[src/rtl/core/ldf_pkg.sv]
package ldf_pkg;

    localparam int COORD_BITS = 20;
    localparam int DIFF_W     = COORD_BITS + 1;
    localparam int MAG_W      = (DIFF_W > 31) ? 31 : DIFF_W;
    localparam int SQ_W       = 2 * MAG_W;
    localparam int DIST_W     = MAG_W + 1;
    localparam int RAD_W      = 2 * DIST_W;
    localparam int RANGE_W    = 20;
    localparam int Q_W        = 16;
    localparam int RATIO_W    = 15;
    localparam int FRAC_W     = 12;
    localparam int CFG_IDX_W  = 8;
    localparam int CFG_DATA_W = 20;

    localparam logic [CFG_IDX_W-1:0] REG_RANGE_LENGTH = 8'd0;
    localparam logic [CFG_IDX_W-1:0] REG_UNITY_SCALE  = 8'd1;
    localparam logic [CFG_IDX_W-1:0] REG_BASE_VALUE   = 8'd2;
    localparam logic [CFG_IDX_W-1:0] REG_FLOOR_VALUE  = 8'd3;

    localparam logic [RANGE_W-1:0] RANGE_RESET = 20'd16;
    localparam logic signed [Q_W-1:0] BASE_RESET  = 16'sd4096;
    localparam logic signed [Q_W-1:0] FLOOR_RESET = 16'sd0;
    localparam logic [RATIO_W-1:0] RATIO_MAX   = 15'h7FFF;

    typedef logic signed [COORD_BITS-1:0] t_coord;

endpackage

[src/rtl/core/ldf_sqrt.sv]
module ldf_sqrt
    import ldf_pkg::*;
(
    input  logic              i_clk,
    input  logic              i_rst_n,
    input  logic              i_en,
    input  logic              i_valid,
    input  logic              i_tag,
    input  logic [RAD_W-1:0]  i_rad,
    output logic              o_valid,
    output logic              o_tag,
    output logic [DIST_W-1:0] o_root
);

    localparam int REM_W = DIST_W + 3;

    logic [REM_W-1:0]  r_rem  [DIST_W];
    logic [DIST_W-1:0] r_root [DIST_W];
    logic [RAD_W-1:0]  r_rad  [DIST_W];
    logic              r_v    [DIST_W];
    logic              r_tag  [DIST_W];

    logic [REM_W-1:0]  n_rem  [DIST_W];
    logic [DIST_W-1:0] n_root [DIST_W];
    logic [RAD_W-1:0]  n_rad  [DIST_W];
    logic [REM_W-1:0]  w_rin  [DIST_W];
    logic [DIST_W-1:0] w_qin  [DIST_W];
    logic [RAD_W-1:0]  w_din  [DIST_W];
    logic [REM_W-1:0]  w_sh   [DIST_W];
    logic [REM_W-1:0]  w_trial[DIST_W];

    // One result bit per stage, two radicand bits consumed from the top.
    always_comb begin
        for (int s = 0; s < DIST_W; s++) begin
            w_rin[s] = (s == 0) ? '0 : r_rem[s-1];
            w_qin[s] = (s == 0) ? '0 : r_root[s-1];
            w_din[s] = (s == 0) ? i_rad : r_rad[s-1];
            w_sh[s]    = {w_rin[s][REM_W-3:0], w_din[s][RAD_W-1 -: 2]};
            w_trial[s] = {1'b0, w_qin[s], 2'b01};
            n_rad[s]   = {w_din[s][RAD_W-3:0], 2'b00};
            if (w_sh[s] >= w_trial[s]) begin
                n_rem[s]  = w_sh[s] - w_trial[s];
                n_root[s] = {w_qin[s][DIST_W-2:0], 1'b1};
            end else begin
                n_rem[s]  = w_sh[s];
                n_root[s] = {w_qin[s][DIST_W-2:0], 1'b0};
            end
        end
    end

    always_ff @(posedge i_clk) begin
        if (!i_rst_n) begin
            for (int s = 0; s < DIST_W; s++) r_v[s] <= 1'b0;
        end else if (i_en) begin
            for (int s = 0; s < DIST_W; s++) r_v[s] <= (s == 0) ? i_valid : r_v[s-1];
        end
    end

    always_ff @(posedge i_clk) begin
        if (i_en) begin
            for (int s = 0; s < DIST_W; s++) begin
                r_rem[s]  <= n_rem[s];
                r_root[s] <= n_root[s];
                r_rad[s]  <= n_rad[s];
                r_tag[s]  <= (s == 0) ? i_tag : r_tag[s-1];
            end
        end
    end

    assign o_valid = r_v[DIST_W-1];
    assign o_tag   = r_tag[DIST_W-1];
    assign o_root  = r_root[DIST_W-1];

endmodule

[config.mk]
export PLATFORM = sky130hd
export DESIGN_NAME = ldf_sqrt
export DESIGN_NICKNAME = d
export VERILOG_FILES = /design/src/rtl/core/ldf_pkg.sv /design/src/rtl/core/ldf_sqrt.sv
export SDC_FILE = /design/constraint.sdc
export NUM_CORES = 2
export LEC_CHECK = 0
export BUFFER_PORTS_ARGS = -buffer_cell sky130_fd_sc_hd__buf_2
export CORE_MARGIN = 10
export CORE_UTILIZATION = 40
export CTS_CLUSTER_SIZE = 30
export DETAILED_ROUTE_END_ITERATION = 16
export PLACE_DENSITY = 0.62
export SETUP_SLACK_MARGIN = 0.3
export SYNTH_ARGS = -nofsm -noshare
export SYNTH_HDL_FRONTEND = slang
export SYNTH_SLANG_ARGS = --single-unit
[constraint.sdc]
create_clock -name i_clk -period 3.29 [get_ports i_clk]
set_input_delay 0.329 -clock i_clk [delete_from_list [all_inputs] [get_ports i_clk]]
set_output_delay 0.329 -clock i_clk [all_outputs]
set_load 0.005 [all_outputs]
**Word-level counts from Yosys, hierarchy flattened**

Memory sizes are Yosys's and may differ from the RTL's.
Index checks and enable logic that the tools add are counted.

- Flip-flop bits (word level): 0
- Memory bits (writable): 2002
- Word-level logic and storage cells: 142
- Memories: 5

- $add $sub $neg: 22
- Order comparisons: 22
- Mux-type cells: 71
- Bitwise gates (word level): 22

Memory list:

| name | words | bits a word | read ports | clocked after Yosys merged registers in | write ports | line | text |
|---|---|---|---|---|---|---|---|
| r_rad | 22 | 42 | 21 | 0 | 22 | ldf_sqrt.sv:19 | `logic [RAD_W-1:0] r_rad [DIST_W];` |
| r_rem | 22 | 25 | 21 | 0 | 22 | ldf_sqrt.sv:17 | `logic [REM_W-1:0] r_rem [DIST_W];` |
| r_root | 22 | 22 | 22 | 0 | 22 | ldf_sqrt.sv:18 | `logic [DIST_W-1:0] r_root [DIST_W];` |
| r_tag | 22 | 1 | 22 | 0 | 22 | ldf_sqrt.sv:21 | `logic r_tag [DIST_W];` |
| r_v | 22 | 1 | 22 | 0 | 22 | ldf_sqrt.sv:20 | `logic r_v [DIST_W];` |

Operators with widths:

| kind | count |
|---|---|
| 25-bit 2-to-1 mux | 22 |
| 25-bit by 24-bit greater-or-equal comparator with 1-bit output | 21 |
| 25-bit by 24-bit subtractor with 25-bit output | 21 |
| 1-bit 2-to-1 mux | 49 |
| 1-bit bitwise OR | 22 |
| 2-bit by 1-bit subtractor with 3-bit output (second input constant) | 1 |
| 2-bit by 1-bit greater-or-equal comparator with 1-bit output (second input constant) | 1 |

**Depth between registers and ports, before layout**

- Depth in word-level cells: 4
- Depth in mapped cells: 13
- Mapped depth without buffers: 12

**Worst setup path after synthesis**

No wires, ideal clock.

- Kind: register -> register
- Start point: mem r_rem[2][50] (netlist bit)
- End point: mem r_rem[2][94] (netlist bit) (data pin)
- Setup time: 271 ps
- Arrival: 2644 ps
- Required time: 3019 ps
- Setup slack: 375 ps
- Stages on the path, launching flop included: 12
- Buffers on the path: 2
- Path through: edfxtp_1 -> ha_1 -> o21ai_0 -> a211oi_1 -> a311oi_1 -> o31ai_1 -> nand2_1 -> and3_1 -> clkbuf_1 -> clkbuf_1 -> nand2_1 -> o21ai_0

RTL lines:

| what | line |
|---|---|
| start: declaration | ldf_sqrt.sv:17 |

==> results by group <==
Outcome
  • Outcome: finished, final reports clean

Die
  • Row cnt: 136
  • Io pins: 73
  • Die extent in x: 392 um
  • Die Ht: 392 um
  • Core area: 137,000 sq um
  • Starting Density: 40.3%
  • Die ar.: 154,000 sq um

Setup path
  • Slowest CP cell: or4_4
  • Slowest Stage Delay on Critical Path: 580 ps
  • Setup crit end kind: register
  • R2r setup slk: 230 ps
  • Max Fanout on Critical Path: 7
  • CP required: 3780 ps
  • Setup crit start kind: register
  • CP arrival: 3550 ps
  • Crit path kind: register to register
  • Critical-path cell list: or4_4 -> or4b_4 -> or3_4 -> a31oi_4 -> buf_6 -> or2_1 -> a221o_2 -> nor2_2 -> xor2_1

Clocking
  • Clock Pin Slew Worst Setup and Hold Paths: 60 ps
  • Clock Tree Buf Depth: 3
  • Worst skew pair latency: 750 ps
  • H-tree depth: 4
  • CTS Sinks: 1,214
  • CTS root buffer: clkbuf_16
  • TritonCTS Buffers: 137
  • CTS tree: done

Synth
  • Post-synthesis sequential area ratio: 65.8%
  • Number of synthesized flops with an enable pin: 1,213
  • Commonest cells post-synth: edfxtp_1, inv_1, ha_1
  • Yosys warnings: 0
  • Synth Area per Inst: 13.3 sq um
  • Synth Register Bits: 1,214
  • Top cell type's share of synthesized area: 65.8%
  • Top post-synthesis cells by area: edfxtp_1, ha_1, xnor2_1
  • Syn nets: 4,493
  • Post-synthesis cell type count: 80
  • Cell count after synthesis: 4,168
  • Fraction of registers with async set/reset: 0%
  • Most common cell in the netlist: edfxtp_1
  • Leading area contributor after synthesis: edfxtp_1
  • Synth Flop Type: edfxtp_1
  • Synth Cell Area: 55,400 sq um

Power and ir drop
  • Flop pwr share: 48.0%
  • PwrDens: 659 nW/um^2
  • Switching pwr: 0.0111 W
  • Sw frac: 26.1%
  • Tot Pwr: 0.0424 W
  • Combinational power share: 17.1%
  • Peak VDD IR: 0.000514 V
  • Leakage: 24.5 nW
  • Int Pwr: 0.0313 W
  • Clock share of power: 34.8%

Placed design
  • Number of I/O port buffers: 72
  • Dpl hpwl: 67,100 um
  • RD Place Congestion: 0.899
  • Placed Cells incl. Taps: 6,039

Route
  • DR WL/cell: 15.5 um
  • Via count: 32,100
  • 1st-pass router iterations: 5
  • Detail Route Antenna Nets: 0
  • DRC Markers: 0
  • DRT iter0 DRCs: 1,761
  • Routed wire length: 98,800 um
  • Via/cell ratio: 5.05

Global route
  • Grt ovf: 0
  • Vias in the first global route: 32,000
  • First-pass GRT wire length: 160,000 um
  • Gr usage total: 12.6%
  • Antenna violations before repair: 0
  • M1 GR Usage: 15.6%
  • Largest net degree at the start of global routing: 175
  • Met2 usage: 21.6%
  • Met3 Usage GRT: 2.62%
  • GRT busiest layer: met2

Timing
  • Max Clk Rate: 327 MHz
  • Slew HR: 28.2%
  • Setup_tns: 0 ps
  • Final Hold Viols: 0
  • Setup violations, final: 0
  • Worst-margin pin slew: 1080 ps
  • Final period util: 93.0%
  • RSZ-0062 raised after global routing: true
  • Post-layout min period: 3060 ps
  • Final Slew Violations: 0
  • Worst clock skew: 32.6 ps

Job
  • Maximum Capacitance Violations: 0

Finish
  • Final core utilization: 46.7%
  • Layout cells sized above 1: 11.6%
  • Fill count: 12,000
  • Fin nets: 4,785
  • # diodes: 0
  • Non-Filler Instances: 6,365
  • Area growth syn-to-layout: 16.0%

Worst hold path
  • Hold Path Class: primary input to register
## flip-flops by register name (all words and copies together) (netlist names)
signal  flops
r_rem     455
r_root    253
r_rad     462
r_v        22
r_tag      22
## power groups by stage
stage               Clock (W)  Combinational (W)  Sequential, W
floorplan                   0            0.00515         0.0202
CTS                    0.0153            0.00707         0.0203
global placement            0            0.00683         0.0206
finish                 0.0147            0.00726         0.0203
global route           0.0159            0.00814         0.0205
detailed placement          0            0.00691         0.0206
## logic make-up after synthesis
| family | count (synthesis) | synth area share (%) |
|---|---|---|
| buffers and inverters | 420 | 2.89 |
| other | 1 | 0.00677 |
| adders and majority gates | 276 | 6.24 |
| AOI/OAI and AO/OA | 789 | 8.84 |
| xor gates and xnor gates | 363 | 5.74 |
| DFF | 1214 | 65.8 |
| and+or+nand+nor | 1067 | 9.70 |
| muxes | 38 | 0.762 |
## cell type report
| cell class | count | area [sq um] | share of cell area, % |
|---|---|---|---|
| multi-input cells | 2534 | 17900 | 27.9 |
| repair buffers | 225 | 1910 | 2.97 |
| flip-flops and latches | 1214 | 36400 | 56.7 |
| inverters | 348 | 1310 | 2.03 |
| well taps | 1794 | 2240 | 3.49 |
| clock buffers | 171 | 3630 | 5.65 |
| clock inverters | 79 | 779 | 1.21 |
## what timing repair did
action,4_1_cts,5_1_grt
gates resized for setup,33,91
hold buffers,49,0
setup buffers,5,18
pin swaps,4,21
endpoints found under the setup margin,108,184
gates cloned,1,3
hold endpoints to repair,78,0
## per-stage QoR
| stage | hold WS [ps] | setup WS, ps | instance area [sq um] |
|---|---|---|---|
| 2_1_floorplan | 400 | 375 | 55400 |
| 3_5_place_dp | 405 | 35.1 | 58500 |
| 3_3_place_gp | 400 | 88.5 | 58500 |
| 6_report | 283 | 229 | 64200 |
| 5_1_grt | 236 | 167 | 64200 |
| 4_1_cts | 203 | 121 | 63600 |
## critical path: cells and delay by family (launching register included)
family	cells	cell delay, ps
XOR/XNOR	1	150
AND/OR/NAND/NOR	5	1630
flip-flops	1	390
AO/OA/AOI/OAI	2	500
buffers and inverters	1	130
## placed cells by master (no fill, tap or decap), types with 18 or more instances in the layout
| master | instances |
|---|---|
| buf_4 | 80 |
| xnor2_1 | 198 |
| clkinv_1 | 29 |
| or3_1 | 35 |
| clkbuf_1 | 30 |
| mux2_2 | 33 |
| or2_2 | 19 |
| clkinv_2 | 19 |
| inv_1 | 343 |
| ha_1 | 266 |
| o21a_1 | 51 |
| clkbuf_16 | 142 |
| nor4_1 | 31 |
| a21oi_1 | 242 |
| a21o_1 | 84 |
| nand2b_1 | 58 |
| nand3_1 | 57 |
| nor2b_1 | 36 |
| buf_2 | 72 |
| a211oi_1 | 23 |
| nor2_1 | 245 |
| o21ai_0 | 198 |
| edfxtp_1 | 1213 |
| xor2_1 | 165 |
| a31oi_1 | 18 |
| nor3_1 | 123 |
| dlygate4sd3_1 | 49 |
| nand2_1 | 245 |
| nand4_1 | 45 |
| or4_1 | 20 |
| and3_1 | 34 |
| o31ai_1 | 20 |
## worst paths after layout
| path | startpoint | endpoint | cells past startpoint |
|---|---|---|---|
| setup / recovery | r_rem[0][183] | r_rem[1][14] | 9 |
| hold / removal | i_rad[38] | r_rad[0][38] | 2 |
| setup reg to reg | r_rem[0][183] | r_rem[1][14] | 9 |
| hold reg to reg | r_rad[1][237] | r_rad[1][281] | 0 |
## metal layers
metal | vias to the layer above | share of wire (%)
li1 | 16100 | -
met1 | 15200 | 43
met2 | 596 | 49
met3 | 238 | 4.1
met4 | 0 | 3.6
met5 | - | 0
Note: power is estimated with default switching activity, not from simulation.
