File: src/rtl/core/ldf_pkg.sv
package ldf_pkg;

    localparam int COORD_BITS = 20;
    localparam int DIFF_W     = COORD_BITS + 1;
    localparam int MAG_W      = (DIFF_W > 31) ? 31 : DIFF_W;
    localparam int SQ_W       = 2 * MAG_W;
    localparam int DIST_W     = MAG_W + 1;
    localparam int RAD_W      = 2 * DIST_W;
    localparam int RANGE_W    = 20;
    localparam int Q_W        = 16;
    localparam int RATIO_W    = 15;
    localparam int FRAC_W     = 12;
    localparam int CFG_IDX_W  = 8;
    localparam int CFG_DATA_W = 20;

    localparam logic [CFG_IDX_W-1:0] REG_RANGE_LENGTH = 8'd0;
    localparam logic [CFG_IDX_W-1:0] REG_UNITY_SCALE  = 8'd1;
    localparam logic [CFG_IDX_W-1:0] REG_BASE_VALUE   = 8'd2;
    localparam logic [CFG_IDX_W-1:0] REG_FLOOR_VALUE  = 8'd3;

    localparam logic [RANGE_W-1:0] RANGE_RESET = 20'd16;
    localparam logic signed [Q_W-1:0] BASE_RESET  = 16'sd4096;
    localparam logic signed [Q_W-1:0] FLOOR_RESET = 16'sd0;
    localparam logic [RATIO_W-1:0] RATIO_MAX   = 15'h7FFF;

    typedef logic signed [COORD_BITS-1:0] t_coord;

endpackage

File: src/rtl/core/ldf_div.sv
module ldf_div
    import ldf_pkg::*;
(
    input  logic               i_clk,
    input  logic               i_rst_n,
    input  logic               i_en,
    input  logic               i_valid,
    input  logic               i_huge,
    input  logic [DIST_W-1:0]  i_dist,
    input  logic [RANGE_W-1:0] i_range,
    output logic               o_valid,
    output logic [RATIO_W-1:0] o_ratio
);

    localparam int CMP_W = (DIST_W > RANGE_W + 3) ? DIST_W : RANGE_W + 3;
    localparam int NS    = RATIO_W + 1;

    logic [RANGE_W-1:0] r_rem [NS];
    logic [RATIO_W-1:0] r_low [NS];
    logic [RATIO_W-1:0] r_q   [NS];
    logic               r_ovf [NS];
    logic               r_v   [NS];

    logic [RANGE_W-1:0] n_rem [NS];
    logic [RATIO_W-1:0] n_low [NS];
    logic [RATIO_W-1:0] n_q   [NS];
    logic               n_ovf [NS];
    logic [RANGE_W:0]   w_sh  [NS];
    logic [CMP_W-1:0]   w_dist_x;
    logic [CMP_W-1:0]   w_lim_x;

    assign w_dist_x = CMP_W'(i_dist);
    assign w_lim_x  = CMP_W'({i_range, 3'b000});

    // Stage 0 flags a quotient above the Q4.12 maximum, which also
    // catches a zero range; the remaining stages produce one quotient bit each.
    always_comb begin
        n_rem[0] = RANGE_W'(i_dist >> 3);
        n_low[0] = {i_dist[2:0], {FRAC_W{1'b0}}};
        n_q[0]   = '0;
        n_ovf[0] = i_huge || (w_dist_x >= w_lim_x);
        w_sh[0]  = '0;
        for (int s = 1; s < NS; s++) begin
            w_sh[s]  = {r_rem[s-1], r_low[s-1][RATIO_W-1]};
            n_low[s] = {r_low[s-1][RATIO_W-2:0], 1'b0};
            n_ovf[s] = r_ovf[s-1];
            if (w_sh[s] >= {1'b0, i_range}) begin
                n_rem[s] = RANGE_W'(w_sh[s] - {1'b0, i_range});
                n_q[s]   = {r_q[s-1][RATIO_W-2:0], 1'b1};
            end else begin
                n_rem[s] = w_sh[s][RANGE_W-1:0];
                n_q[s]   = {r_q[s-1][RATIO_W-2:0], 1'b0};
            end
        end
    end

    always_ff @(posedge i_clk) begin
        if (!i_rst_n) begin
            for (int s = 0; s < NS; s++) r_v[s] <= 1'b0;
        end else if (i_en) begin
            for (int s = 0; s < NS; s++) r_v[s] <= (s == 0) ? i_valid : r_v[s-1];
        end
    end

    always_ff @(posedge i_clk) begin
        if (i_en) begin
            for (int s = 0; s < NS; s++) begin
                r_rem[s] <= n_rem[s];
                r_low[s] <= n_low[s];
                r_q[s]   <= n_q[s];
                r_ovf[s] <= n_ovf[s];
            end
        end
    end

    assign o_valid = r_v[NS-1];
    assign o_ratio = r_ovf[NS-1] ? RATIO_MAX : r_q[NS-1];

endmodule

File: config.mk
export PLATFORM = sky130hd
export DESIGN_NAME = ldf_div
export DESIGN_NICKNAME = d
export VERILOG_FILES = /design/src/rtl/core/ldf_pkg.sv /design/src/rtl/core/ldf_div.sv
export SDC_FILE = /design/constraint.sdc
export NUM_CORES = 1
export LEC_CHECK = 0
export ABC_AREA = 1
export BUFFER_PORTS_ARGS = -buffer_cell sky130_fd_sc_hd__buf_2
export CAP_MARGIN = 20
export CORE_AREA = 8 8 294 296
export DETAILED_ROUTE_END_ITERATION = 12
export DIE_AREA = 0 0 302 304
export HOLD_SLACK_MARGIN = 0.12
export PLACE_DENSITY = 0.6
export SETUP_SLACK_MARGIN = 0.3
export SYNTH_ARGS = -nofsm -noshare
export SYNTH_HDL_FRONTEND = slang
export SYNTH_SLANG_ARGS = --single-unit
File: constraint.sdc
create_clock -name i_clk -period 2.6 [get_ports i_clk]
set_clock_uncertainty 0.15 [all_clocks]
set_input_delay 0.13 -clock i_clk [delete_from_list [all_inputs] [get_ports i_clk]]
set_output_delay 0.13 -clock i_clk [all_outputs]
set_load 0.01 [all_outputs]
======== Word-level counts from Yosys, hierarchy flattened ========
Memories as Yosys holds them, arrays and structs flattened.
Index checks and enable logic that the tools add are counted.
W data, S select, Z words.
word-level totals
  input port bits ......................... 47
  output and inout bits ................... 16
  register bits ........................... 0
  RAM bits ................................ 816
  memories ................................ 5
memory list
  name   words  bits a word  read ports  clocked after Yosys merged registers in  wr ports  RTL line       text
  r_rem  16     20           15          0                                        16        ldf_div.sv:18  logic [RANGE_W-1:0] r_rem [NS];
  r_q    16     15           16          0                                        16        ldf_div.sv:20  logic [RATIO_W-1:0] r_q [NS];
  r_low  16     14           15          0                                        16        ldf_div.sv:19  logic [RATIO_W-1:0] r_low [NS];
  r_ovf  16     1            16          0                                        16        ldf_div.sv:21  logic r_ovf [NS];
  r_v    16     1            16          0                                        16        ldf_div.sv:22  logic r_v [NS];
operators by class
  add/sub/neg operators ................... 15
  magnitude comparators ................... 16
  reduce and logical (&&, ||, !) cells .... 1
  mux-type cells .......................... 52
  bitwise gates (word level) .............. 16
operator list
  kind                count
  $ge A21 B20 Y1      15
  $mux W20            15
  $sub A20 B20 Y20    15
  $mux W1             36
  $ge A22 B23 Y1      1
  $or A1 B1 Y1        16
  $mux W15            1
  $logic_or A1 B1 Y1  1

======== Logic depth before layout (Yosys ltp) ========
Gate-level depths: netlist of the first run.
  depth after elaboration ................. 4
  depth in mapped cells ................... 16
  mapped depth without buffers ............ 13

======== Least setup slack after synthesis of the first run ========
OpenSTA, ideal clock, no wires.
  kind .................................... input port to flip-flop
  start point ............................. in i_range[0]
  end point ............................... mem r_rem[14][3], in the netlist r_rem[1][123], data pin
  path buffers ............................ 5
  stages on the path ...................... 16
  arrival time ............................ 1.954 ns
  slack ................................... 0.244 ns
  library setup time ...................... 0.252 ns
  cell sequence ........................... inv_2 -> buf_6 -> buf_6 -> buf_4 -> buf_2 -> ha_1 -> nand2_1 -> nor2_1 -> nand3_1 -> o21ai_0 -> nor2_1 -> nand2_4 -> inv_4 -> buf_6 -> nand2_1 -> nand2_1
RTL lines
  item         RTL line       text
  from (decl)  ldf_div.sv:10  input logic [RANGE_W-1:0] i_range,
  to (decl)    ldf_div.sv:18

==> impl_table.tex, run 1 <==
\begin{tabular}{lr}
\hline
Metric & Value \\
\hline
\multicolumn{2}{l}{\textbf{Synth}} \\
Synthesized flop and latch total & 457 \\
Mean area per synthesized cell & 7.27 sq um \\
Cells after Synth & 5,029 \\
Synth unique cells & 39 \\
Total number of yosys warnings & 0 \\
Syn nets & 5,408 \\
Sequential area share after synthesis & 0.375 \\
Netlist Area Pre-Place & 36,500 sq um \\
\multicolumn{2}{l}{\textbf{Cells and area}} \\
Final-stage net count & 5,824 \\
Leading cell types in the layout, fill and taps excluded & sky130\_fd\_sc\_hd\_\_nand2\_1 (1,907), sky130\_fd\_sc\_hd\_\_inv\_1 (655), sky130\_fd\_sc\_hd\_\_edfxtp\_1 (456) \\
Diode count & 0 \\
Area Growth Syn to Fin & 28.8\% \\
Total of fill cells in the finished design & 7,431 \\
Cell area after layout & 47,100 sq um \\
Count of non-filler cells in the finished layout & 6,560 \\
Fraction of layout cells with a size suffix above 1 & 0.206 \\
Commonest non-fill, non-tap cell in the layout & sky130\_fd\_sc\_hd\_\_nand2\_1 \\
Final core utilization & 0.577 \\
\multicolumn{2}{l}{\textbf{Setup path}} \\
Slowest CP cell & sky130\_fd\_sc\_hd\_\_edfxtp\_1 \\
WP buf/inv & 2 \\
Largest delay contributor family on the critical path & simple AND/OR/NAND/NOR gates \\
Crit-path cells & ha\_4 > nand2\_4 > inv\_2 > nand2\_1 > nor3\_2 > nand2\_2 > nand2\_4 > nand2\_4 > nand2\_8 > clkinv\_8 > nand2\_4 > nand2\_4 \\
Logic depth of the worst register-to-register path & 12 \\
Capture point of the worst reg-to-reg path & r\_rem[0][70] \\
Required time of the critical path & 2.82 ns \\
CP Max Fanout & 8 \\
Endpoint arrival time on the critical path & 2.53 ns \\
Type of element capturing the critical path & register \\
Max incr delay on CP & 0.50 ns \\
Logic depth of the worst path, buffers included & 12 \\
R2R Path Start & r\_rem[0][48] \\
Most common cell on crit path & sky130\_fd\_sc\_hd\_\_nand2\_4 \\
Reg-to-reg setup timing slack & 0.28 ns \\
Timing endpoint of the critical path & r\_rem[0][70] \\
Startpoint class of the critical path & register \\
Critical path class & register to register \\
Launching element of the worst setup path & r\_rem[0][48] \\
\multicolumn{2}{l}{\textbf{STA}} \\
RSZ-0062 raised after global routing & true \\
Hold Fails Final Rpt & 0 \\
Transition at the pin with the smallest max-transition slack & 0.671 ns \\
Final setup violation count & 0 \\
Worst relative slew slack & 0.549 \\
Final worst path period need & 2.32 ns \\
Part of the cycle the worst path needs & 0.891 \\
Maximum operating frequency & 432 MHz \\
Final number of max-transition violations & 0 \\
\multicolumn{2}{l}{\textbf{Run}} \\
Max-cap violation count & 0 \\
\multicolumn{2}{l}{\textbf{Pwr}} \\
Peak supply drop & 0.000637 V \\
Static Leak & 22.2 nW \\
Power density over the cells & 1140 nW/um\^{}2 \\
Total power draw & 53.5 mW \\
\multicolumn{2}{l}{\textbf{Routing}} \\
Router iterations before antenna repair & 8 \\
Total routed wirelength & 117 mm \\
Antenna-violating nets left & 0 \\
Average wire per cell in the routed design & 17.8 um \\
Per-cell via count in the routed design & 5.17 \\
Via count & 33,900 \\
First DRT Iteration DRCs & 2,741 \\
DRC violations left & 0 \\
\multicolumn{2}{l}{\textbf{GRT}} \\
Via count of the first global-routing pass & 31,500 \\
Wire length of the first global-routing pass & 172 mm \\
Overflow after GRT & 0 \\
Number of antenna violations at the first check in global routing & 0 \\
Overall global routing resource usage & 0.236 \\
Pin count of the biggest net entering global routing & 82 \\
\multicolumn{2}{l}{\textbf{Placement}} \\
Final HPWL DP & 83.9 mm \\
Instance area after placement & 39,200 sq um \\
Count of buffers inserted at the top-level ports & 62 \\
Gpl congestion & 0.972 \\
Number of cells after detailed placement & 6,240 \\
\multicolumn{2}{l}{\textbf{Floorplan}} \\
Top-Level Pins & 63 \\
Height of the chip & 304 um \\
Starting density of the core & 0.448 \\
Floorplan core area & 81,600 sq um \\
DIE AREA & 91,800 sq um \\
Horizontal die dimension & 302 um \\
Standard-cell row count & 105 \\
\multicolumn{2}{l}{\textbf{CTS}} \\
Root buf cell & sky130\_fd\_sc\_hd\_\_clkbuf\_16 \\
Number of buffers inserted during clock tree synthesis & 55 \\
Clock-pin slew reported for the worst setup and hold paths after clock tree synthesis & 0.06 ns \\
Clock Latency Late Sink & 0.63 ns \\
H-tree levels & 2 \\
Maximum clock path buffer count & 3 \\
CTS tree & yes \\
TritonCTS Sinks & 457 \\
\multicolumn{2}{l}{\textbf{Worst hold path}} \\
Hold Crit Class & input port to register \\
\multicolumn{2}{l}{\textbf{Status}} \\
Run status & finished clean \\
\hline
\end{tabular}
[metal layers]
layer  GRT usage  share of wire  vias up
li1            -              -    17000
met4      0.0815          0.040        0
met1       0.320           0.44    15600
met2       0.382           0.46      996
met3      0.0336          0.057      241
met5           0              0        -
[registers in the layout, summed over array words and instances, names as in the netlist]
| register | cells |
|---|---|
| r_ovf | 16 |
| r_q | 120 |
| r_rem | 299 |
| r_low | 6 |
| r_v | 16 |
[report_power, final]
| group | internal [mW] | switching, mW | total, mW |
|---|---|---|---|
| sequential | 11.8 | 2.21 | 14.0 |
| clock | 4.72 | 3.23 | 7.95 |
| combinational | 13.1 | 18.4 | 31.6 |
| total | 29.6 | 23.9 | 53.5 |
[final cells by class]
class                      count  area (sq um)  area share
sequential                   457         13700       0.291
tap                         1070          1340      0.0285
timing repair buffer         402          3790      0.0806
inverter                     700          2740      0.0581
clock inverter                38           438     0.00931
timing repair inverter         6          52.6     0.00112
clock buffer                  64          1420      0.0302
multi-input combinational   3823         23600       0.501
[synth_stat cells]
| cell | instances | area share |
|---|---|---|
| sky130_fd_sc_hd__clkbuf_1 | 2 | 0.00021 |
| sky130_fd_sc_hd__xor2_1 | 117 | 0.028 |
| sky130_fd_sc_hd__buf_4 | 13 | 0.0027 |
| sky130_fd_sc_hd__inv_2 | 16 | 0.0016 |
| sky130_fd_sc_hd__nor3_2 | 3 | 0.00082 |
| sky130_fd_sc_hd__nor4_1 | 1 | 0.00017 |
| sky130_fd_sc_hd__nand2_1 | 2062 | 0.21 |
| sky130_fd_sc_hd__nand2_2 | 41 | 0.0070 |
| sky130_fd_sc_hd__or2_2 | 15 | 0.0026 |
| sky130_fd_sc_hd__ha_1 | 318 | 0.11 |
| sky130_fd_sc_hd__a21boi_0 | 1 | 0.00021 |
| sky130_fd_sc_hd__buf_2 | 5 | 0.00068 |
| sky130_fd_sc_hd__and3_1 | 1 | 0.00017 |
| sky130_fd_sc_hd__a21o_1 | 2 | 0.00041 |
| sky130_fd_sc_hd__dfxtp_1 | 1 | 0.00055 |
| sky130_fd_sc_hd__a211oi_1 | 2 | 0.00041 |
| sky130_fd_sc_hd__a21oi_1 | 208 | 0.028 |
| sky130_fd_sc_hd__nor2_2 | 22 | 0.0038 |
| sky130_fd_sc_hd__edfxtp_1 | 456 | 0.37 |
| sky130_fd_sc_hd__buf_6 | 31 | 0.0096 |
| sky130_fd_sc_hd__nand4_1 | 25 | 0.0043 |
| sky130_fd_sc_hd__o21a_1 | 4 | 0.00082 |
| sky130_fd_sc_hd__a21oi_2 | 3 | 0.00072 |
| sky130_fd_sc_hd__fa_1 | 14 | 0.0077 |
| sky130_fd_sc_hd__inv_4 | 13 | 0.0022 |
| sky130_fd_sc_hd__nand4_2 | 1 | 0.00034 |
| sky130_fd_sc_hd__nor2_1 | 378 | 0.039 |
| sky130_fd_sc_hd__inv_1 | 671 | 0.069 |
| sky130_fd_sc_hd__nand3_2 | 13 | 0.0036 |
| sky130_fd_sc_hd__nand3_1 | 347 | 0.048 |
| sky130_fd_sc_hd__o21ai_1 | 3 | 0.00041 |
| sky130_fd_sc_hd__xnor2_1 | 16 | 0.0038 |
| sky130_fd_sc_hd__and2_1 | 1 | 0.00017 |
| sky130_fd_sc_hd__a22oi_1 | 1 | 0.00021 |
| sky130_fd_sc_hd__nor3_1 | 54 | 0.0074 |
| sky130_fd_sc_hd__o21ai_0 | 83 | 0.011 |
| sky130_fd_sc_hd__nand3b_1 | 71 | 0.015 |
| sky130_fd_sc_hd__nand2_4 | 13 | 0.0040 |
| sky130_fd_sc_hd__o221ai_1 | 1 | 0.00024 |
[worst min-delay path by stage]
stage                from            to  slack [ns]  cells past startpoint
4_1_cts        i_dist[13]  r_rem[0][10]        0.12                      2
6_report       i_range[0]  r_rem[0][20]        0.16                      5
3_5_place_dp    i_dist[2]  r_low[0][13]        0.17                      1
3_3_place_gp    i_dist[4]   r_rem[0][1]        0.18                      1
2_1_floorplan   i_dist[0]  r_low[0][11]        0.08                      0
5_1_grt        i_dist[13]  r_rem[0][10]        0.17                      2
[worst min-delay path, cell delays in order]
cell,delay [ns]
sky130_fd_sc_hd__buf_2,0.24
sky130_fd_sc_hd__ha_1,0.23
sky130_fd_sc_hd__inv_1,0.04
sky130_fd_sc_hd__nand2_1,0.06
sky130_fd_sc_hd__o21ai_0,0.06
[kinds of logic (layout without fill, tap and decap cells)]
logic type | count (synthesis) | in the layout | synth area share
AND/OR/NAND/NOR | 3048 | 3050 | 0.347
buffers and inverters | 751 | 1210 | 0.0859
flip-flops | 457 | 457 | 0.375
adder cells (fa/ha/maj) | 332 | 332 | 0.117
AO/OA/AOI/OAI | 308 | 308 | 0.0433
XOR/XNOR | 133 | 133 | 0.0319
[repair_timing]
item / in CTS / in global routing
gates cloned: 2 / 13
hold buffers: 51 / 0
endpoints found under the hold margin: 419 / 0
pin swaps: 16 / 136
setup buffers: 44 / 108
gates resized for setup: 173 / 542
setup endpoints to repair: 252 / 284
[through the flow]
step	setup slack, ns	hold slack [ns]	TNS [ns]
2_1_floorplan	0.372	0.0789	0
3_3_place_gp	0.0184	0.183	0
3_5_place_dp	-0.0113	0.174	-0.0269
4_1_cts	0.240	0.123	0
5_1_grt	0.203	0.172	0
6_report	0.283	0.164	0
Note: power is estimated with default switching activity, not from simulation.
==> inputs of run 2 (changes only) <==
--- a/config.mk
+++ b/config.mk
@@ -8,11 +8,11 @@
 export ABC_AREA = 1
 export BUFFER_PORTS_ARGS = -buffer_cell sky130_fd_sc_hd__buf_2
 export CAP_MARGIN = 20
-export CORE_AREA = 8 8 294 296
+export CORE_AREA = 8 8 250 252
 export DETAILED_ROUTE_END_ITERATION = 12
-export DIE_AREA = 0 0 302 304
+export DIE_AREA = 0 0 258 260
 export HOLD_SLACK_MARGIN = 0.12
-export PLACE_DENSITY = 0.6
+export PLACE_DENSITY = 0.79
 export SETUP_SLACK_MARGIN = 0.3
 export SYNTH_ARGS = -nofsm -noshare
 export SYNTH_HDL_FRONTEND = slang
==> impl_table.tex, run 2 (synthesis results as in run 1) <==
\begin{tabular}{lr}
\hline
Metric & Value \\
\hline
\multicolumn{2}{l}{\textbf{STA}} \\
Final setup violation count & 0 (unchanged) \\
Transition at the pin with the smallest max-transition slack & 0.759 ns (+0.0882 ns) \\
Hold Fails Final Rpt & 0 (unchanged) \\
Final worst path period need & 2.46 ns (+0.146 ns) \\
Setup TNS & 0 ns (unchanged) \\
Final number of max-transition violations & 0 (unchanged) \\
RSZ-0062 raised after global routing & true \\
Worst relative slew slack & 0.494 (-0.0547) \\
Maximum operating frequency & 406 MHz (-5.9\%) \\
Part of the cycle the worst path needs & 0.948 (+0.0563) \\
\multicolumn{2}{l}{\textbf{Setup path}} \\
Type of element capturing the critical path & register \\
Endpoint arrival time on the critical path & 2.68 ns (+0.15 ns) \\
Critical path class & register to register \\
CP Max Fanout & 5 (-3) \\
Reg-to-reg setup timing slack & 0.14 ns (-0.15 ns) \\
Most common cell on crit path & sky130\_fd\_sc\_hd\_\_nand2\_1 \\
Max incr delay on CP & 0.48 ns (-0.02 ns) \\
Startpoint class of the critical path & register \\
Crit-path cells & ha\_4 > nand2\_1 > inv\_1 > nand3\_1 > nor2\_1 > nor2\_1 > nand2\_1 > nand2\_1 > nand3\_2 > nand2\_1 \\
Required time of the critical path & 2.81 ns (about the same) \\
Slowest CP cell & sky130\_fd\_sc\_hd\_\_edfxtp\_1 \\
\multicolumn{2}{l}{\textbf{Pwr}} \\
Total power draw & 52.3 mW (-2.2\%) \\
Sequential Power Share & 0.266 (+0.005) \\
Switching Fraction & 0.452 (+0.00553) \\
Part of the power in the clock network & 0.144 (-0.005) \\
Portion of total power attributed to combinational logic & 0.590 (about the same) \\
Switching Power & 23.7 mW (-0.96\%) \\
Power density over the cells & 1140 nW/um\^{}2 (+0.47\%) \\
Peak supply drop & 0.000736 V (+16\%) \\
P\_int & 28.7 mW (-3.1\%) \\
Static Leak & 21.7 nW (-2.1\%) \\
\multicolumn{2}{l}{\textbf{Routing}} \\
Via count & 35,700 (+5.4\%) \\
Per-cell via count in the routed design & 5.76 (+11\%) \\
Average wire per cell in the routed design & 18.6 um (+4.6\%) \\
DRC violations left & 0 (unchanged) \\
First DRT Iteration DRCs & 3,634 (+33\%) \\
Antenna-violating nets left & 0 (unchanged) \\
Router iterations before antenna repair & 7 (-1) \\
Total routed wirelength & 115 mm (-1.0\%) \\
\multicolumn{2}{l}{\textbf{Cells and area}} \\
Commonest non-fill, non-tap cell in the layout & sky130\_fd\_sc\_hd\_\_nand2\_1 \\
Register ranked first by flip-flop count & r\_rem \\
Largest registers & r\_rem (299), r\_q (120) \\
Fraction of layout cells with a size suffix above 1 & 0.192 (-0.0144) \\
Final core utilization & 0.784 (+0.207) \\
Total of fill cells in the finished design & 3,979 (-46\%) \\
Flip-flop count of the largest register after layout & 299 (unchanged) \\
Leading cell types in the layout, fill and taps excluded & sky130\_fd\_sc\_hd\_\_nand2\_1 (1,927), sky130\_fd\_sc\_hd\_\_inv\_1 (660), sky130\_fd\_sc\_hd\_\_edfxtp\_1 (456) \\
Final-stage net count & 5,772 (-0.89\%) \\
Area Growth Syn to Fin & 25.4\% \\
\multicolumn{2}{l}{\textbf{GRT}} \\
Pin count of the biggest net entering global routing & 124 (+51\%) \\
Overall global routing resource usage & 0.302 (+0.0664) \\
Met2 Usage GRT & 0.492 (+0.110) \\
Most heavily used metal layer in global routing & met2 \\
GR met1 Demand/Resource & 0.405 (+0.0856) \\
Overflow after GRT & 0 (unchanged) \\
Via count of the first global-routing pass & 31,500 (-0.0063\%) \\
Met3 global-route usage & 0.0461 (+0.0126) \\
Wire length of the first global-routing pass & 163 mm (-4.9\%) \\
Number of antenna violations at the first check in global routing & 1 (+1) \\
\multicolumn{2}{l}{\textbf{Worst hold path}} \\
Hold Crit Class & input port to register \\
\multicolumn{2}{l}{\textbf{Floorplan}} \\
Height of the chip & 260 um (-14\%) \\
Floorplan core area & 58,500 sq um (-28\%) \\
DIE AREA & 67,100 sq um (-27\%) \\
Starting density of the core & 0.625 (+0.177) \\
Standard-cell row count & 89 (-15\%) \\
Horizontal die dimension & 258 um (-15\%) \\
Top-Level Pins & 63 (unchanged) \\
\multicolumn{2}{l}{\textbf{CTS}} \\
Clock Latency Late Sink & 0.61 ns (-0.02 ns) \\
CTS tree & yes \\
Root buf cell & sky130\_fd\_sc\_hd\_\_clkbuf\_16 \\
Number of buffers inserted during clock tree synthesis & 51 (-7.3\%) \\
H-tree levels & 2 (unchanged) \\
Clock-pin slew reported for the worst setup and hold paths after clock tree synthesis & 0.07 ns (about the same) \\
TritonCTS Sinks & 457 (unchanged) \\
Maximum clock path buffer count & 3 (unchanged) \\
\multicolumn{2}{l}{\textbf{Placement}} \\
Final HPWL DP & 76.6 mm (-8.7\%) \\
Count of buffers inserted at the top-level ports & 62 (unchanged) \\
Gpl congestion & 0.993 (+2.1\%) \\
\multicolumn{2}{l}{\textbf{Status}} \\
Run status & finished clean \\
\multicolumn{2}{l}{\textbf{Run}} \\
Max-cap violation count & 0 (unchanged) \\
\hline
\end{tabular}
run 2: path summary, 6_finish.rpt:
kind / end / startpoint / cells past startpoint
hold / removal: r_rem[0][12] / i_dist[15] / 2
setup reg to reg: r_rem[0][34] / r_rem[0][10] / 10
hold reg to reg: r_q[1][113] / r_q[1][97] / 0
setup / recovery: r_rem[0][34] / r_rem[0][10] / 10
run 2: what timing repair did:
| action | in CTS | in global routing |
|---|---|---|
| setup buffers | 28 | 131 |
| setup endpoints to repair | 219 | 285 |
| pin swaps | 10 | 109 |
| hold endpoints to repair | 316 | 0 |
| hold buffers | 46 | 0 |
| cloned | 2 | 11 |
| resized for setup | 109 | 545 |
run 2: power by group through the flow:
stage	combinational, mW	sequential, mW	clock (mW)
floorplan	18.9	12.6	0
global placement	23.8	13.4	0
detailed placement	24.2	13.4	0
CTS	25.5	13.4	7.62
global route	34.0	14.0	7.90
finish	30.9	13.9	7.56
run 2: routing by layer:
layer,vias up,wire length [um]
li1,16900,-
met1,16400,45300
met2,1977,52800
met3,443,11300
met4,0,6020
met5,-,0
run 2: worst max-delay path, delay by kind of cell, from the launching register on:
family / cells / cell delay, ns
flops: 1 / 0.48
simple gates: 8 / 1.15
buf+inv: 1 / 0.10
fa+ha+maj: 1 / 0.35
run 2: stage by stage:
step | instance area (sq um) | worst slack [ns] | instances | hold WS (ns)
final | 45800 | 0.136 | 6207 | 0.163
after global routing | 45800 | 0.154 | 6207 | 0.168
after CTS | 41700 | 0.292 | 6064 | 0.124
after detailed placement | 38400 | 0.0753 | 5895 | 0.178
after global placement | 38400 | 0.0791 | 5895 | 0.179
after floorplan | 36500 | 0.372 | 5029 | 0.0789
run 2: final cells by class:
type / count / area [sq um] / area share
Timing Repair inverter: 2 / 17.5 / 0.000382
Inverter: 700 / 2710 / 0.0591
Timing Repair Buffer: 356 / 3280 / 0.0715
Multi-Input combinational cell: 3825 / 23400 / 0.511
Clock inverter: 31 / 362 / 0.00789
Clock buffer: 62 / 1370 / 0.0299
Antenna cell: 1 / 2.50 / 0.0000546
Sequential cell: 457 / 13700 / 0.299
Tap cell: 773 / 967 / 0.0211
